==> config.mk <==
export PLATFORM = sky130hd
export DESIGN_NAME = tsc_queue
export DESIGN_NICKNAME = d
export VERILOG_FILES = /design/src/sv/tsc_pkg.sv /design/src/sv/tsc_queue.sv
export SDC_FILE = /design/constraint.sdc
export NUM_CORES = 1
export LEC_CHECK = 0
export BUFFER_PORTS_ARGS = -buffer_cell sky130_fd_sc_hd__buf_2
export CAP_MARGIN = 20
export CELL_PAD_IN_SITES_DETAIL_PLACEMENT = 0
export CELL_PAD_IN_SITES_GLOBAL_PLACEMENT = 2
export CORE_UTILIZATION = 32
export DETAILED_ROUTE_END_ITERATION = 16
export PLACE_DENSITY = 0.68
export SLEW_MARGIN = 20
export SYNTH_ARGS = -nofsm -noshare
export SYNTH_HDL_FRONTEND = slang
export SYNTH_SLANG_ARGS = --single-unit
==> constraint.sdc <==
create_clock -name clk -period 4.2 [get_ports clk]
set_input_delay 0.42 -clock clk [delete_from_list [all_inputs] [get_ports clk]]
set_output_delay 0.42 -clock clk [all_outputs]
set_load 0.02 [all_outputs]
==> src/sv/tsc_pkg.sv <==
// ----------------------------------------------------------------------------
// tsc_pkg
// Shared types, fixed-point constants and series coefficients for the
// Taylor sine/cosine unit.
// ----------------------------------------------------------------------------
package tsc_pkg;

  localparam int TERM_COUNT_DEF  = 10;
  localparam int QUEUE_DEPTH_DEF = 4;
  localparam int MAX_TERMS       = 12;

  localparam int MAG_W = 40;  // magnitude of the Q.32 argument
  localparam int S_W   = 36;  // Horner accumulator, signed

  localparam logic [35:0] PI_Q32      = 36'd13493037705;
  localparam logic [35:0] HALF_PI_Q32 = 36'd6746518852;
  localparam logic [35:0] TWO_PI_Q32  = 36'd26986075409;
  localparam logic [21:0] INV_TWO_PI_Q24 = 22'd2670178;
  localparam logic [35:0] ONE_Q30     = 36'd1073741824;

  typedef enum logic {
    OP_SINE   = 1'b0,
    OP_COSINE = 1'b1
  } op_t;

  // Item handed from the front to the back: sign and magnitude of the argument.
  typedef struct packed {
    logic             neg;
    logic [MAG_W-1:0] mag;
  } front_item_t;

  // 1/(2i+1)! at Q.32, rounded to nearest.
  function automatic logic [32:0] inv_odd_fact(input logic [3:0] idx);
    logic [32:0] c;
    unique case (idx)
      4'd0:    c = 33'd4294967296;
      4'd1:    c = 33'd715827883;
      4'd2:    c = 33'd35791394;
      4'd3:    c = 33'd852176;
      4'd4:    c = 33'd11836;
      4'd5:    c = 33'd108;
      4'd6:    c = 33'd1;
      default: c = 33'd0;
    endcase
    return c;
  endfunction

  // Alternating-sign coefficient: odd indexes are negative.
  function automatic logic signed [S_W-1:0] coef_signed(input logic [3:0] idx);
    logic signed [S_W-1:0] c;
    c = $signed({3'b000, inv_odd_fact(idx)});
    return idx[0] ? -c : c;
  endfunction

endpackage

==> src/sv/tsc_queue.sv <==
// ----------------------------------------------------------------------------
// tsc_queue
// Short FIFO between front and back with a registered read port.
// ----------------------------------------------------------------------------
module tsc_queue #(
  parameter int DEPTH = tsc_pkg::QUEUE_DEPTH_DEF
) (
  input  logic                 clk,
  input  logic                 rst_n,
  input  logic                 push,
  input  tsc_pkg::front_item_t wr_item,
  output logic                 full,
  input  logic                 rd_en,
  output logic                 rd_valid,
  output tsc_pkg::front_item_t rd_item
);

  localparam int PW = (DEPTH > 1) ? $clog2(DEPTH) : 1;

  tsc_pkg::front_item_t mem [0:DEPTH-1];
  logic [PW-1:0] wr_ptr_r, wr_ptr_nxt, rd_ptr_r, rd_ptr_nxt;
  logic [PW:0]   count_r, count_nxt;
  logic          rd_valid_r;
  tsc_pkg::front_item_t rd_item_r;
  logic          pop;

  assign full     = (count_r == (PW+1)'(DEPTH));
  assign pop      = rd_en && (count_r != '0);
  assign rd_valid = rd_valid_r;
  assign rd_item  = rd_item_r;

  always_comb begin
    wr_ptr_nxt = wr_ptr_r;
    rd_ptr_nxt = rd_ptr_r;
    count_nxt  = count_r;
    if (push) begin
      wr_ptr_nxt = (wr_ptr_r == PW'(DEPTH-1)) ? '0 : wr_ptr_r + 1'b1;
    end
    if (pop) begin
      rd_ptr_nxt = (rd_ptr_r == PW'(DEPTH-1)) ? '0 : rd_ptr_r + 1'b1;
    end
    if (push && !pop) count_nxt = count_r + 1'b1;
    if (pop && !push) count_nxt = count_r - 1'b1;
  end

  always_ff @(posedge clk) begin
    if (!rst_n) begin
      wr_ptr_r   <= '0;
      rd_ptr_r   <= '0;
      count_r    <= '0;
      rd_valid_r <= 1'b0;
    end else begin
      wr_ptr_r <= wr_ptr_nxt;
      rd_ptr_r <= rd_ptr_nxt;
      count_r  <= count_nxt;
      if (rd_en) rd_valid_r <= pop;
    end
  end

  always_ff @(posedge clk) begin
    if (push) mem[wr_ptr_r] <= wr_item;
    if (pop)  rd_item_r     <= mem[rd_ptr_r];
  end

endmodule

==> results by group <==
Detailed routing
  • Detailed Routing Iterations Pass 1: 6
  • Via/cell ratio: ~4.5
  • Drc violations: 0
  • WL/cell: 18.65 um
  • Initial DRC count: approximately 210
  • Vias: 3318
  • Antenna viol nets, final: 0
  • Routed wire length: 13880 um

CTS
  • CTS tree: built
  • Clock Sinks: 213
  • Root Driver: clkbuf_16
  • Worst skew pair latency: 0.50 ns
  • Post-cts repair resize count: 0
  • H-tree levels: 1
  • Postcts setup bufs: 0
  • Maximum root-to-sink buffer count: 3
  • Hold buffer count at cts: 0
  • Inserted Clock Buffers: 22
  • Clock transition at path regs: 0.06 ns

Logic synthesis
  • Synth cell types: 27
  • Post-synth EDFFs: 205
  • Post-synthesis xor/xnor area fraction: 0.2285%
  • Largest family of logic cells by synthesized area: multiplexers
  • Sequential-to-total area share from yosys stat: 82.38%
  • Mapped Cells: just over 300
  • Synth Area in Simple Gates: 1.322%
  • Synth top area cells: edfxtp_1, mux4_2, dfxtp_1
  • Avg Cell Area, Syn: 24.89 sq um
  • Top post-synthesis cells by count: edfxtp_1, mux4_2, dfxtp_1, inv_1
  • Yosys reg bits: 213
  • Synth top area share: 80.29%
  • Synth Area in Compound Gates: 0.6201%
  • Mux cell area share after synthesis: 12.32%
  • Syn Std Cell Area: 7667 sq um
  • Ys async rst share: 0%
  • Main synth FF type: edfxtp_1
  • YS warnings: 0
  • Post-Synth Adder-Cell Area: 1.240%
  • Largest area contributor in the netlist: edfxtp_1
  • Top-count cell post-synth: edfxtp_1
  • Syn nets: 360

Power
  • Pwr per Cell Area: between 500 and 600 nW/um^2
  • LEAKAGE: around 3 nW
  • VDD IR max: about 320 uV

Worst setup path
  • CP max FO: 6
  • Crit Path Category: flip-flop to flip-flop
  • Crit start category: flip-flop
  • Worst Setup End Kind: flip-flop
  • Critical Path RT: 4.62 ns
  • Worst path arrival time: 2.63 ns

Timing
  • Min Clock Period, post-route: 2.212 ns
  • Final period util: between 50% and 60%
  • RSZ-0062 raised after global routing: false
  • Worst slew margin: 37.99%
  • Slew Limit Fails: 0
  • Fin Clk Skew: 0.01259 ns
  • Fin. Hold Viols: 0
  • Total negative setup slack: 0 ns
  • Final setup violation count: 0
  • Worst-Margin Slew: between 0.9 and 1 ns
  • Fmax: 0.4521 GHz

Layout
  • Area Growth Syn to Fin: 18.51%
  • Share of cells above drive strength 1: a little under 40%
  • # nets final: 461
  • Design Area, Final: 9086 sq um

Job
  • Max-cap viol count: 0

GRT
  • Global route overflow: 0
  • Vias in the first global route: 3668
  • Largest net degree at the start of global routing: 45
  • Initial antenna violation count: 1
  • Tot GR Track Use: 11.74%
  • First-pass GRT wire length: 21070 um

Place
  • Placed Area: 8408 sq um
  • Port-buffer cells: 87
  • Gpl congestion: 0.6781
  • DP Wirelength: 7848 um

Floorplanning
  • Io pins: 88
  • Die height: 156.8 um
  • Placeable Area: 23470 sq um
  • # rows: 56
  • Die ar.: 24580 sq um
  • Starting density of the core: about a third
  • Chip width: 156.8 um

Worst hold path
  • Hold Crit Class: primary input to flip-flop

Outcome
  • Status: finished clean
through the flow:
step           hold WS [ns]  power, mW  instances  utilization (%)  worst slack [ns]
2_1_floorplan        0.4738      3.391        308                -             1.409
3_3_place_gp         0.4896      3.608        704            35.79             2.180
3_5_place_dp         0.4787      3.638        704            35.82             1.983
4_1_cts              0.1150      5.460        743            38.70             1.966
5_1_grt              0.1270      5.601        743            38.70             1.757
6_report             0.1305      5.372        744            38.71             1.988
sequential cells by signal, summed over array words and instances, names as in the netlist:
| signal | flops |
|---|---|
| wr_ptr_r | 2 |
| rd_item | 41 |
| rd_valid | 1 |
| count_r | 3 |
| mem | 164 |
| rd_ptr_r | 2 |
per-layer routing:
layer / vias up / track usage (%) / routed length [um]
li1: 1488 / - / -
met4: 0 / 3.455 / 300
met5: - / 0 / 0
met1: 1732 / 13.90 / 5604
met3: 27 / 2.575 / 634
met2: 71 / 21.21 / 7338
cell type report:
type	instances	area, sq um
Antenna cell	1	2.502
Clock buffer	26	586.8
Clock inverter	13	88.84
Fill cell	2117	14390
Inverter	7	26.28
Multi-Input combinational cell	77	1216
Sequential cell	213	6324
Tap cell	319	399.1
Timing Repair Buffer	88	442.9
worst paths after layout:
| kind | start | end | depth (start not counted) | slack, ns |
|---|---|---|---|---|
| max | count_r[0] | count_r[2] | 8 | 1.99 |
| min | wr_item[21] | mem[2][21] | 1 | 0.13 |
| max reg2reg | count_r[0] | count_r[2] | 8 | 1.99 |
| min reg2reg | rd_valid | rd_valid | 2 | 0.48 |
worst max-delay path: stages, from the launching register on:
cell      delay [ns]
dfxtp_1         0.34
o31ai_1         0.62
inv_2           0.08
ha_1            0.24
inv_1           0.08
fa_1            0.19
xor2_1          0.09
or3_1           0.32
a21boi_0        0.17
power breakdown:
group          internal [mW]  switching (mW)
sequential              2.61           0.191
combinational          0.351           0.402
clock                   1.06           0.758
total                   4.02            1.35
logic make-up (layout without fill, tap and decap cells):
| kind of cell | Yosys count | after routing |
|---|---|---|
| flip-flops | 213 | 213 |
| multiplexers | 42 | 42 |
| AND/OR/NAND/NOR | 18 | 18 |
| buffers and inverters | 18 | 134 |
| AO/OA/AOI/OAI | 8 | 8 |
| adder cells (fa/ha/maj) | 7 | 7 |
| XOR/XNOR | 2 | 2 |
| other | 0 | 1 |
cell usage in the layout, fill, tap and decap left out, types with 6 or more instances in the layout:
master / Yosys / final
mux4_2: 38 / 38
inv_1: 7 / 6
clkinv_1: 0 / 6
dfxtp_1: 8 / 6
ha_1: 6 / 6
edfxtp_1: 205 / 205
buf_2: 4 / 87
clkbuf_16: 0 / 23
Power figures use the tool's default switching activity.
