[config.mk]
export PLATFORM = sky130hd
export DESIGN_NAME = tsc_front
export DESIGN_NICKNAME = d
export VERILOG_FILES = /design/src/sv/tsc_pkg.sv /design/src/sv/tsc_front.sv
export SDC_FILE = /design/constraint.sdc
export NUM_CORES = 1
export LEC_CHECK = 0
export BUFFER_PORTS_ARGS = -buffer_cell sky130_fd_sc_hd__buf_2
export CAP_MARGIN = 20
export CORE_MARGIN = 2
export CORE_UTILIZATION = 56
export CTS_BUF_LIST = sky130_fd_sc_hd__clkbuf_4 sky130_fd_sc_hd__clkbuf_8
export CTS_CLUSTER_SIZE = 12
export DETAILED_ROUTE_END_ITERATION = 12
export GPL_ROUTABILITY_DRIVEN = 0
export PLACE_DENSITY = 0.83
export SLEW_MARGIN = 20
export SYNTH_ARGS = -nofsm -noshare
export SYNTH_HDL_FRONTEND = slang
export SYNTH_SLANG_ARGS = --single-unit
[constraint.sdc]
create_clock -name clk -period 3.7 [get_ports clk]
set_clock_uncertainty 0.2 [all_clocks]
set_input_delay 0.74 -clock clk [delete_from_list [all_inputs] [get_ports clk]]
set_output_delay 0.74 -clock clk [all_outputs]
set_load 0.05 [all_outputs]
[src/sv/tsc_pkg.sv]
// ----------------------------------------------------------------------------
// tsc_pkg
// Shared types, fixed-point constants and series coefficients for the
// Taylor sine/cosine unit.
// ----------------------------------------------------------------------------
package tsc_pkg;

  localparam int TERM_COUNT_DEF  = 10;
  localparam int QUEUE_DEPTH_DEF = 4;
  localparam int MAX_TERMS       = 12;

  localparam int MAG_W = 40;  // magnitude of the Q.32 argument
  localparam int S_W   = 36;  // Horner accumulator, signed

  localparam logic [35:0] PI_Q32      = 36'd13493037705;
  localparam logic [35:0] HALF_PI_Q32 = 36'd6746518852;
  localparam logic [35:0] TWO_PI_Q32  = 36'd26986075409;
  localparam logic [21:0] INV_TWO_PI_Q24 = 22'd2670178;
  localparam logic [35:0] ONE_Q30     = 36'd1073741824;

  typedef enum logic {
    OP_SINE   = 1'b0,
    OP_COSINE = 1'b1
  } op_t;

  // Item handed from the front to the back: sign and magnitude of the argument.
  typedef struct packed {
    logic             neg;
    logic [MAG_W-1:0] mag;
  } front_item_t;

  // 1/(2i+1)! at Q.32, rounded to nearest.
  function automatic logic [32:0] inv_odd_fact(input logic [3:0] idx);
    logic [32:0] c;
    unique case (idx)
      4'd0:    c = 33'd4294967296;
      4'd1:    c = 33'd715827883;
      4'd2:    c = 33'd35791394;
      4'd3:    c = 33'd852176;
      4'd4:    c = 33'd11836;
      4'd5:    c = 33'd108;
      4'd6:    c = 33'd1;
      default: c = 33'd0;
    endcase
    return c;
  endfunction

  // Alternating-sign coefficient: odd indexes are negative.
  function automatic logic signed [S_W-1:0] coef_signed(input logic [3:0] idx);
    logic signed [S_W-1:0] c;
    c = $signed({3'b000, inv_odd_fact(idx)});
    return idx[0] ? -c : c;
  endfunction

endpackage

[src/sv/tsc_front.sv]
// ----------------------------------------------------------------------------
// tsc_front
// Input stage: forms the Q.32 argument, turns cosine into a shifted sine and
// splits the argument into sign and magnitude.
// ----------------------------------------------------------------------------
module tsc_front (
  input  logic                clk,
  input  logic                rst_n,
  input  logic                in_valid,
  output logic                in_ready,
  input  logic                op,
  input  logic signed [31:0]  angle,
  output logic                push,
  input  logic                q_full,
  output tsc_pkg::front_item_t item
);

  logic                 f_valid_r, f_valid_nxt;
  tsc_pkg::front_item_t item_r;
  logic signed [40:0]   arg;
  logic                 take;

  always_comb begin
    arg = {angle[31], angle, 8'd0};
    if (op == tsc_pkg::OP_COSINE) begin
      arg = $signed({5'd0, tsc_pkg::HALF_PI_Q32}) - arg;
    end
  end

  assign push     = f_valid_r && !q_full;
  assign in_ready = !f_valid_r || !q_full;
  assign take     = in_valid && in_ready;
  assign item     = item_r;

  always_comb begin
    f_valid_nxt = f_valid_r;
    if (push) f_valid_nxt = 1'b0;
    if (take) f_valid_nxt = 1'b1;
  end

  always_ff @(posedge clk) begin
    if (!rst_n) begin
      f_valid_r <= 1'b0;
    end else begin
      f_valid_r <= f_valid_nxt;
    end
  end

  always_ff @(posedge clk) begin
    if (take) begin
      item_r.neg <= arg[40];
      item_r.mag <= arg[40] ? 40'(-arg) : arg[39:0];
    end
  end

endmodule

==> summary.txt, run 1 <==
Critical path
  • Data arrival time of the critical path: 3.30 ns
  • CP delay by family, top: compound AO/OA/AOI/OAI gates
  • Crit path cell chain: buf_2 -> ha_1 -> o211a_1 -> xnor2_1 -> or4_1 -> a211oi_1 -> nand4_1 -> o41a_1 -> xor2_1
  • CP required: 3.55 ns
  • CP max FO: 10
  • Crit Reg-Reg Startpoint: f_valid_r$_SDFFE_PN0P_
  • Setup CP Type: in -> reg
  • Worst path max stage delay: 0.52 ns
  • CP bufs+invs: 1
  • R2R Path End: item[38]$_DFFE_PP_
  • Crit end category: flop
  • Register-to-register setup slack: 2.26 ns
  • R2R depth: 3
  • Cell at the slowest stage of the critical path: or4_1
  • Critical path launch point type: primary input

Finish
  • Storage element area: 1100 µm²
  • Filler instances: 423
  • Area Overhead vs Synth: 17.4%
  • Antenna cells: 0
  • Final Core Density: 0.686
  • Fin cells: 487
  • Share of cells above drive strength 1: 0.299
  • Final net count: 454
  • Area of the multi-input gates: 1920 µm²

Hold path
  • WHS Endpoint: f_valid_r$_SDFFE_PN0P_
  • Hold path depth: 2
  • Hold Crit Start: f_valid_r$_SDFFE_PN0P_
  • Worst min-delay path category: reg -> reg

Floorplan
  • Height of the chip: 80.1 µm
  • Die area: 6410 µm²
  • Cell row count: 27
  • Core Region: 5540 µm²
  • Num ports: 80
  • Chip width: 80.1 µm
  • Initial core utilization: 0.585

Place
  • Port bufs: 77
  • Post-DP HPWL: 5.88 mm
  • Placed cells: 479

Detailed routing
  • Via density: 6.16
  • DRC violations left: 0
  • Routed WL: 7.82 mm
  • Met3 wire length: 691 µm
  • 1st-iter DRT viols: 320
  • Final ANT Viol Nets: 0
  • Drt wl/cell: 16.0 µm
  • Met2 routed WL: 3.59 mm
  • M1 wire length: 3.37 mm
  • Vias: 2,998
  • Initial DRT Pass Iterations: 5
  • Max Used Layer: met4

Pwr
  • Sequential Power Share: 0.373
  • Sw Ratio: 0.368
  • Total power draw: 0.00143 W
  • Switching Power: 0.000525 W
  • Maximum vdd drop: 234 µV
  • Pint: 0.000901 W
  • Combinational power share: 0.372
  • Power per cell area: 375 nW/µm²
  • Leak Pwr: 1.49 nW
  • Clock network power share: 0.255

Synth
  • Post-synthesis sequential area ratio: 0.340
  • Syn Std Cell Area: 3240 µm²
  • Post-synth EDFFs: 36
  • Post-Synthesis Cells: 339
  • Main synth FF type: edfxtp_1
  • Ys async rst share: 0
  • Share of the synthesized area in the top cell type: 0.334
  • Post-Syn Area per Cell: 9.56 µm²
  • Synth area leaders: edfxtp_1 (33%), xnor2_1 (8.7%), xor2_1 (6.5%)
  • Seq cells post-synth: 37
  • Syn. warnings: 0
  • Cell variety after synth: 70
  • Dominant cell type by area after synthesis: edfxtp_1

Clock network
  • Clock latency on the worst-skew pair: 0.28 ns
  • Hold-fix buffers, CTS: 0
  • H-Tree Depth: 2
  • Longest Clk Path Bufs: 2
  • Num CTS Buffers: 5
  • CTS Root Cell: clkbuf_8
  • Clk sinks: 37
  • CTS clk-pin slew, worst paths: 0.08 ns
  • CTS tree: yes
  • Post CTS Setup Buffer Count: 0
  • Resize count post-CTS: 0

Run status
  • Status: complete, no violations

Timing
  • Slew Limit Headroom: 0.669
  • Setup violators final: 0
  • RSZ-0062 raised after global routing: false
  • Final max-slew violation count: 0
  • Final hold vios: 0
  • Hold WS: 0.334 ns
  • Worst slew pin tran: 0.495 ns
  • Post-route minimum period: 3.45 ns
  • Final Cycle Share: 0.933
  • Fin Setup TNS: 0 ns
  • FMAX: 290 MHz

Flow run
  • Maxcap violations: 0

Global route
  • Total GRT Usage: 0.255
  • Largest net degree at the start of global routing: 45
  • Grt ovf: 0
  • First-pass GRT wire length: 12.8 mm
  • Initial antenna violation count: 0
  • Vias in the first global route: 2,620
==> cell type report <==
| cell class | instances | area share |
|---|---|---|
| Sequential cell | 37 | 0.290 |
| Clock buffer | 6 | 0.0217 |
| Multi-Input combinational cell | 265 | 0.506 |
| Clock inverter | 2 | 0.00987 |
| Inverter | 11 | 0.0109 |
| Tap cell | 72 | 0.0237 |
| Timing Repair Buffer | 94 | 0.138 |
==> metal layers <==
metal	vias up	global-route usage
li1	1417	-
met1	1380	0.369
met2	184	0.385
met3	17	0.0326
met4	0	0.102
met5	-	0
==> stage by stage <==
step	setup slack [ns]	instance area, µm²
3_3_place_gp	0.119	3680
6_report	0.249	3800
3_5_place_dp	-0.0205	3680
2_1_floorplan	0.383	3240
5_1_grt	0.0972	3800
4_1_cts	0.295	3800
==> worst max path at each step <==
stage	start	to	slack [ns]	cells past startpoint
final	angle[1]	item[33]$_DFFE_PP_	0.25	9
after global routing	angle[1]	item[35]$_DFFE_PP_	0.1	10
after CTS	angle[1]	item[33]$_DFFE_PP_	0.30	9
after detailed placement	angle[1]	item[33]$_DFFE_PP_	-0.02	9
after global placement	angle[1]	item[39]$_DFFE_PP_	0.12	10
after floorplan	angle[1]	item[33]$_DFFE_PP_	0.38	9
==> state kept, by name (all words and copies together) (netlist names) <==
name	count
item	36
f_valid_r	1
==> kinds of logic after synthesis <==
| family | share of synthesized area |
|---|---|
| buffers and inverters | 0.0672 |
| XOR/XNOR | 0.158 |
| other | 0.00116 |
| flip-flops | 0.340 |
| AND/OR/NAND/NOR | 0.188 |
| multiplexers | 0.00695 |
| AO/OA/AOI/OAI | 0.226 |
| adder cells (fa/ha/maj) | 0.0116 |
==> worst register-to-register path, cell delays in order (launching register included) <==
cell and delay [ns]:
dfxtp_1 0.32, nand2_1 0.07, and2_1 0.12, buf_4 0.38
==> cell usage in the layout, fill, tap and decap left out, drive strengths merged, types with 10 or more instances in the layout <==
cell | Yosys | layout
nand2 | 26 | 26
xnor2 | 32 | 32
o21ai | 17 | 17
nor2 | 23 | 23
buf | 23 | 94
a21oi | 17 | 17
xor2 | 24 | 24
nand3 | 11 | 11
inv | 10 | 10
edfxtp | 36 | 36
==> Yosys cell counts, types with 2 or more instances <==
master / number
o21ai_0: 12
xnor2_1: 32
xor2_1: 24
a41oi_1: 6
o41ai_1: 4
nor4_1: 2
buf_4: 9
buf_2: 9
a211oi_2: 3
nor3b_1: 2
nand3b_1: 3
o21ai_1: 5
nand2b_1: 3
a21oi_1: 17
ha_1: 3
o2111ai_1: 3
o211ai_1: 2
or2_2: 3
a31oi_1: 7
edfxtp_1: 36
and2_1: 6
o31ai_1: 6
o211a_1: 2
nor2b_1: 4
inv_1: 9
clkbuf_1: 4
nor2_1: 22
nor3_1: 5
nand3_1: 11
nand4_1: 4
or4_1: 3
a211o_1: 4
and3_1: 5
o2111a_1: 2
a211oi_1: 4
nand2_1: 26
buf_6: 4
==> power groups by stage <==
stage	logic [W]	clock network, W	registers (W)
global route	0.000564	0.000383	0.000537
detailed placement	0.000523	0	0.000542
finish	0.000530	0.000364	0.000532
global placement	0.000513	0	0.000541
CTS	0.000526	0.000366	0.000533
floorplan	0.000242	0	0.000697
No activity file was read; power rests on OpenSTA's default activity.
==> run 2: changes to the inputs <==
--- a/config.mk
+++ b/config.mk
@@ -13,6 +13,7 @@
 export CTS_CLUSTER_SIZE = 12
 export DETAILED_ROUTE_END_ITERATION = 12
 export GPL_ROUTABILITY_DRIVEN = 0
+export MAX_ROUTING_LAYER = met4
 export PLACE_DENSITY = 0.83
 export SLEW_MARGIN = 20
 export SYNTH_ARGS = -nofsm -noshare
==> constraint.sdc (replaced) <==
create_clock -name clk -period 3.58 [get_ports clk]
set_clock_uncertainty 0.2 [all_clocks]
set_input_delay 0.716 -clock clk [delete_from_list [all_inputs] [get_ports clk]]
set_output_delay 0.716 -clock clk [all_outputs]
set_load 0.05 [all_outputs]
==> run 2 against run 1 <==
Effect of this change:
- first-iteration DRC count down 9.1%
- sequential share of layout area about the same
- critical path depth unchanged
- power down 2.4%
- highest routed layer unchanged
==> summary.txt, run 2 (same netlist as run 1, synthesis figures left out) <==
Timing
  • Final max-slew violation count: 0
  • RSZ-0062 raised after global routing: false
  • Setup violators final: 0
  • Final Cycle Share: 0.950
  • Worst slew pin tran: 0.515 ns
  • Setup WS post-layout: 0.181 ns
  • Slew Limit Headroom: 0.654
  • FMAX: 294 MHz
  • Hold WS: 0.345 ns
  • Final hold vios: 0
  • Fin Setup TNS: 0 ns
  • Post-route minimum period: 3.40 ns

Flow run
  • Maxcap violations: 0

Hold path
  • Worst min-delay path category: reg -> reg
  • Hold path depth: 2
  • Hold Crit Start: f_valid_r$_SDFFE_PN0P_

Clock network
  • Longest Clk Path Bufs: 2
  • Resize count post-CTS: 0
  • Hold-fix buffers, CTS: 0
  • Clock latency on the worst-skew pair: 0.28 ns
  • CTS Root Cell: clkbuf_8
  • Num CTS Buffers: 5
  • H-Tree Depth: 2
  • Post CTS Setup Buffer Count: 0
  • CTS clk-pin slew, worst paths: 0.07 ns
  • Clk sinks: 37
  • CTS tree: yes

Critical path
  • Crit path launch: angle[2]
  • Crit end category: flop
  • Critical path launch point type: primary input
  • Setup CP Type: in -> reg
  • Data arrival time of the critical path: 3.23 ns
  • CP max FO: 8
  • R2R depth: 3
  • R2R Path End: item[36]$_DFFE_PP_
  • CP required: 3.41 ns
  • Crit Reg-Reg Startpoint: f_valid_r$_SDFFE_PN0P_
  • Crit path capture: item[33]$_DFFE_PP_
  • Register-to-register setup slack: 2.12 ns

Finish
  • Filler instances: 443
  • Final Core Density: 0.687
  • Share of cells above drive strength 1: 0.310
  • Commonest non-fill, non-tap cell in the layout: buf_2
  • Final net count: 461
  • Fin cells: 494
  • Area Overhead vs Synth: 17.6%
  • Number of flip-flops in the largest register: 36
  • Most frequent cells in the layout: buf_2 (77), edfxtp_1 (36), xnor2_1 (32), nand2_1 (26)
  • Antenna cells: 0

Global route
  • Vias in the first global route: 2,667
  • Initial antenna violation count: 0
  • Total GRT Usage: 0.264
  • Grt ovf: 0
  • First-pass GRT wire length: 12.9 mm
  • Largest net degree at the start of global routing: 37

Detailed routing
  • Vias: 2,969
  • Drt wl/cell: 16.3 µm
  • Routed WL: 8.06 mm
  • 1st-iter DRT viols: 291
  • DRC violations left: 0
  • Final ANT Viol Nets: 0
  • Initial DRT Pass Iterations: 5
  • Via density: 6.01

Pwr
  • Maximum vdd drop: 210 µV
  • Power per cell area: 365 nW/µm²
  • Leak Pwr: 1.51 nW

Place
  • Port bufs: 77
  • Placed cells: 486
  • Post-DP HPWL: 6.20 mm
  • Dpl ws: -0.0286 ns

Floorplan
  • Num ports: 80
  • Height of the chip: 80.1 µm
  • Core Region: 5540 µm²
  • Chip width: 80.1 µm
  • Cell row count: 27
  • Initial core utilization: 0.585
  • Die area: 6410 µm²

Run status
  • Status: complete, no violations
[run 2: changes by cell type in the layout (fill, tap and decap cells not counted), sizes merged]
cell	delta
clkinv	+2
bufinv	-1
buf	+7
clkinvlp	-1
[run 2: per-layer routing]
metal  vias to the layer above  global-route usage  routed length (µm)
li1                       1424                   -                   -
met1                      1350               0.362                3460
met2                       173               0.419                3790
met3                        22              0.0146                 617
met4                         0              0.0898                 195
met5                         -                   -                   0
[run 2: worst min path at each step]
stage	endpoint	slack, ns
final	f_valid_r$_SDFFE_PN0P_	0.34
after global routing	f_valid_r$_SDFFE_PN0P_	0.39
after CTS	f_valid_r$_SDFFE_PN0P_	0.35
after detailed placement	f_valid_r$_SDFFE_PN0P_	0.33
after global placement	f_valid_r$_SDFFE_PN0P_	0.30
after floorplan	f_valid_r$_SDFFE_PN0P_	0.29
[run 2: through the flow]
stage,total power [W],instance area (µm²)
2_1_floorplan,0.000970,3240
3_3_place_gp,0.00109,3720
3_5_place_dp,0.00111,3720
4_1_cts,0.00139,3810
5_1_grt,0.00145,3810
6_report,0.00139,3810
[run 2: final cells by class]
cell class                 instances  area [µm²]  area share
sequential                        37        1100       0.289
timing repair buffer             101         566       0.148
multi-input combinational        265        1920       0.505
inverter                          11        41.3      0.0108
clock inverter                     2        10.0     0.00263
tap                               72        90.1      0.0237
clock buffer                       6        76.3      0.0200
[run 2: worst max-delay path, cell delays in order]
cell,delay [ns]
buf_2,0.13
ha_1,0.20
o211a_1,0.32
xnor2_1,0.16
or4_1,0.49
a211oi_1,0.40
nand4_1,0.24
o41a_1,0.41
xor2_1,0.16
[run 2: power breakdown]
part / switching (W) / internal (W)
Sequential: 0.0000106 / 0.000540
Combinational: 0.000386 / 0.000169
Clock: 0.000143 / 0.000142
==> run 3: changes to the inputs <==
--- a/config.mk
+++ b/config.mk
@@ -8,13 +8,13 @@
 export BUFFER_PORTS_ARGS = -buffer_cell sky130_fd_sc_hd__buf_2
 export CAP_MARGIN = 20
 export CORE_MARGIN = 2
-export CORE_UTILIZATION = 56
+export CORE_UTILIZATION = 50
 export CTS_BUF_LIST = sky130_fd_sc_hd__clkbuf_4 sky130_fd_sc_hd__clkbuf_8
 export CTS_CLUSTER_SIZE = 12
 export DETAILED_ROUTE_END_ITERATION = 12
 export GPL_ROUTABILITY_DRIVEN = 0
 export MAX_ROUTING_LAYER = met4
-export PLACE_DENSITY = 0.83
+export PLACE_DENSITY = 0.79
 export SLEW_MARGIN = 20
 export SYNTH_ARGS = -nofsm -noshare
 export SYNTH_HDL_FRONTEND = slang
==> constraint.sdc (replaced) <==
create_clock -name clk -period 3 [get_ports clk]
set_clock_uncertainty 0.2 [all_clocks]
set_input_delay 0.6 -clock clk [delete_from_list [all_inputs] [get_ports clk]]
set_output_delay 0.6 -clock clk [all_outputs]
set_load 0.05 [all_outputs]
==> run 3 against run 2 <==
Effect of this change:
- register-to-register slack worse by 0.60 ns
- routed wire length increased by 40%
- via count increased by 22%
- the run now ends with negative setup slack left
- sequential share of layout area decreased by 6.1 points
- worst hold slack worse by 0.032 ns
- final cell count is 19% higher
- first-iteration DRC count grew 27%
- non-clock buffer count increased by 87
- global-route usage up 2.2 points
- clock-buffer cell count did not move
==> summary.txt, run 3 (same netlist as run 1, synthesis figures left out) <==
Detailed routing
  • DRC violations left: 0
  • Drt wl/cell: 19.3 µm
  • Final ANT Viol Nets: 0
  • Vias: 3,627
  • 1st-iter DRT viols: 369
  • Via density: 6.19
  • Initial DRT Pass Iterations: 5
  • Routed WL: 11.3 mm

Critical path
  • Data arrival time of the critical path: 2.91 ns
  • CP required: 2.84 ns
  • Register-to-register setup slack: 1.52 ns
  • CP max FO: 5
  • Critical path launch point type: primary input
  • Setup CP Type: in -> reg
  • R2R depth: 3
  • R2R Path End: item[39]$_DFFE_PP_
  • Crit end category: flop
  • Crit path launch: angle[2]
  • Crit Reg-Reg Startpoint: f_valid_r$_SDFFE_PN0P_
  • Crit path capture: item[39]$_DFFE_PP_

Finish
  • Share of cells above drive strength 1: 0.493
  • Antenna cells: 0
  • Post-route cell area: 4820 µm²
  • Final net count: 548
  • Most frequent cells in the layout: buf_4 (106), buf_2 (74), edfxtp_1 (36), xnor2_1 (30), nand2_1 (26)
  • Area Overhead vs Synth: 48.7%
  • Commonest non-fill, non-tap cell in the layout: buf_4
  • Fin cells: 586
  • Number of flip-flops in the largest register: 36

Pwr
  • Leak Pwr: 2.02 nW
  • Maximum vdd drop: 377 µV
  • Power per cell area: 383 nW/µm²

Global route
  • Total GRT Usage: 0.286
  • GR Util met1: 0.355
  • Vias in the first global route: 3,307
  • Initial antenna violation count: 0
  • Grt ovf: 0
  • Busiest grt layer: met2
  • Global-route met3 utilization: 0.0383
  • Met2 Use GR: 0.469
  • First-pass GRT wire length: 15.9 mm
  • Largest net degree at the start of global routing: 37

Floorplan
  • Chip width: 84.5 µm
  • Cell row count: 29
  • Num ports: 80
  • Height of the chip: 84.5 µm
  • Die area: 7140 µm²
  • Core Region: 6310 µm²
  • Initial core utilization: 0.513

Run status
  • Status: finished, violations left
  • Failing checks: negative setup slack

Timing
  • Worst slew pin tran: 0.555 ns
  • RSZ-0062 raised after global routing: true
  • Hold WS: 0.313 ns
  • Slew Limit Headroom: 0.627
  • Setup violators final: 4
  • FMAX: 325 MHz
  • Setup WS post-layout: -0.0773 ns
  • Post-route minimum period: 3.08 ns
  • Fin Setup TNS: -0.123 ns
  • Final Cycle Share: 1.03
  • Final hold vios: 0
  • Final max-slew violation count: 0

Clock network
  • Clk sinks: 37
  • Clock latency on the worst-skew pair: 0.29 ns
  • H-Tree Depth: 2
  • Hold-fix buffers, CTS: 0
  • CTS tree: yes
  • Num CTS Buffers: 5
  • CTS clk-pin slew, worst paths: 0.07 ns
  • Longest Clk Path Bufs: 2
  • CTS Root Cell: clkbuf_8

Place
  • DP Area: 4370 µm²
  • Placed cells: 565
  • Post-DP HPWL: 7.42 mm
  • Port bufs: 77

Hold path
  • Worst min-delay path category: in -> reg

Flow run
  • Maxcap violations: 0
==> run 3: how the worst min path moves through the flow <==
stage	from	end	slack (ns)	cells past startpoint
finish	rst_n	f_valid_r$_SDFFE_PN0P_	0.31	2
detailed placement	f_valid_r$_SDFFE_PN0P_	f_valid_r$_SDFFE_PN0P_	0.32	2
global route	rst_n	f_valid_r$_SDFFE_PN0P_	0.33	2
CTS	rst_n	f_valid_r$_SDFFE_PN0P_	0.32	2
global placement	f_valid_r$_SDFFE_PN0P_	f_valid_r$_SDFFE_PN0P_	0.31	2
floorplan	f_valid_r$_SDFFE_PN0P_	f_valid_r$_SDFFE_PN0P_	0.29	2
==> run 3: area by class of cell <==
type	instances	area, µm²
well taps	77	96.3
clock buffers	6	76.3
multi-input cells	265	2230
inverters	11	42.5
fillers	391	1500
clock inverters	2	10.0
repair buffers	188	1260
flip-flops and latches	37	1100
==> run 3: routing by layer <==
metal / wire [µm] / vias up / share of wire
met1: 4210 / 1663 / 0.37
met2: 5410 / 303 / 0.48
met3: 1030 / 67 / 0.091
met5: 0 / - / 0
li1: - / 1594 / -
met4: 664 / 0 / 0.059
==> run 3: what timing repair did <==
item / CTS / global route
pin swaps: 9 / 19
resized for setup: 11 / 36
setup endpoints to repair: 8 / 16
hold endpoints to repair: 0 / 0
setup buffers: 3 / 10
==> run 3: stage by stage <==
| stage | util | power [W] | setup slack (ns) |
|---|---|---|---|
| global placement | 0.692 | 0.00140 | -0.283 |
| detailed placement | 0.692 | 0.00142 | -0.409 |
| finish | 0.763 | 0.00184 | -0.0773 |
| floorplan | - | 0.00117 | -0.0399 |
| CTS | 0.722 | 0.00178 | 0.00128 |
| global route | 0.763 | 0.00191 | -0.0930 |
==> run 3: worst max-delay path, cell delays in order <==
cell and delay [ns]:
buf_8 0.10, ha_4 0.15, o211a_4 0.25, buf_4 0.16, o2111ai_4 0.26, a31o_2 0.22
xor2_1 0.24, nand4_1 0.16, buf_4 0.21, nor2_1 0.21, a41oi_2 0.17, xnor2_1 0.17
==> run 3: where the power goes <==
part | internal [W] | switching (W) | leakage (nW)
Combinational | 0.000300 | 0.000535 | 1.61
Sequential | 0.000645 | 0.0000141 | 0.357
Clock | 0.000170 | 0.000181 | 0.0484
Total | 0.00111 | 0.000730 | 2.02
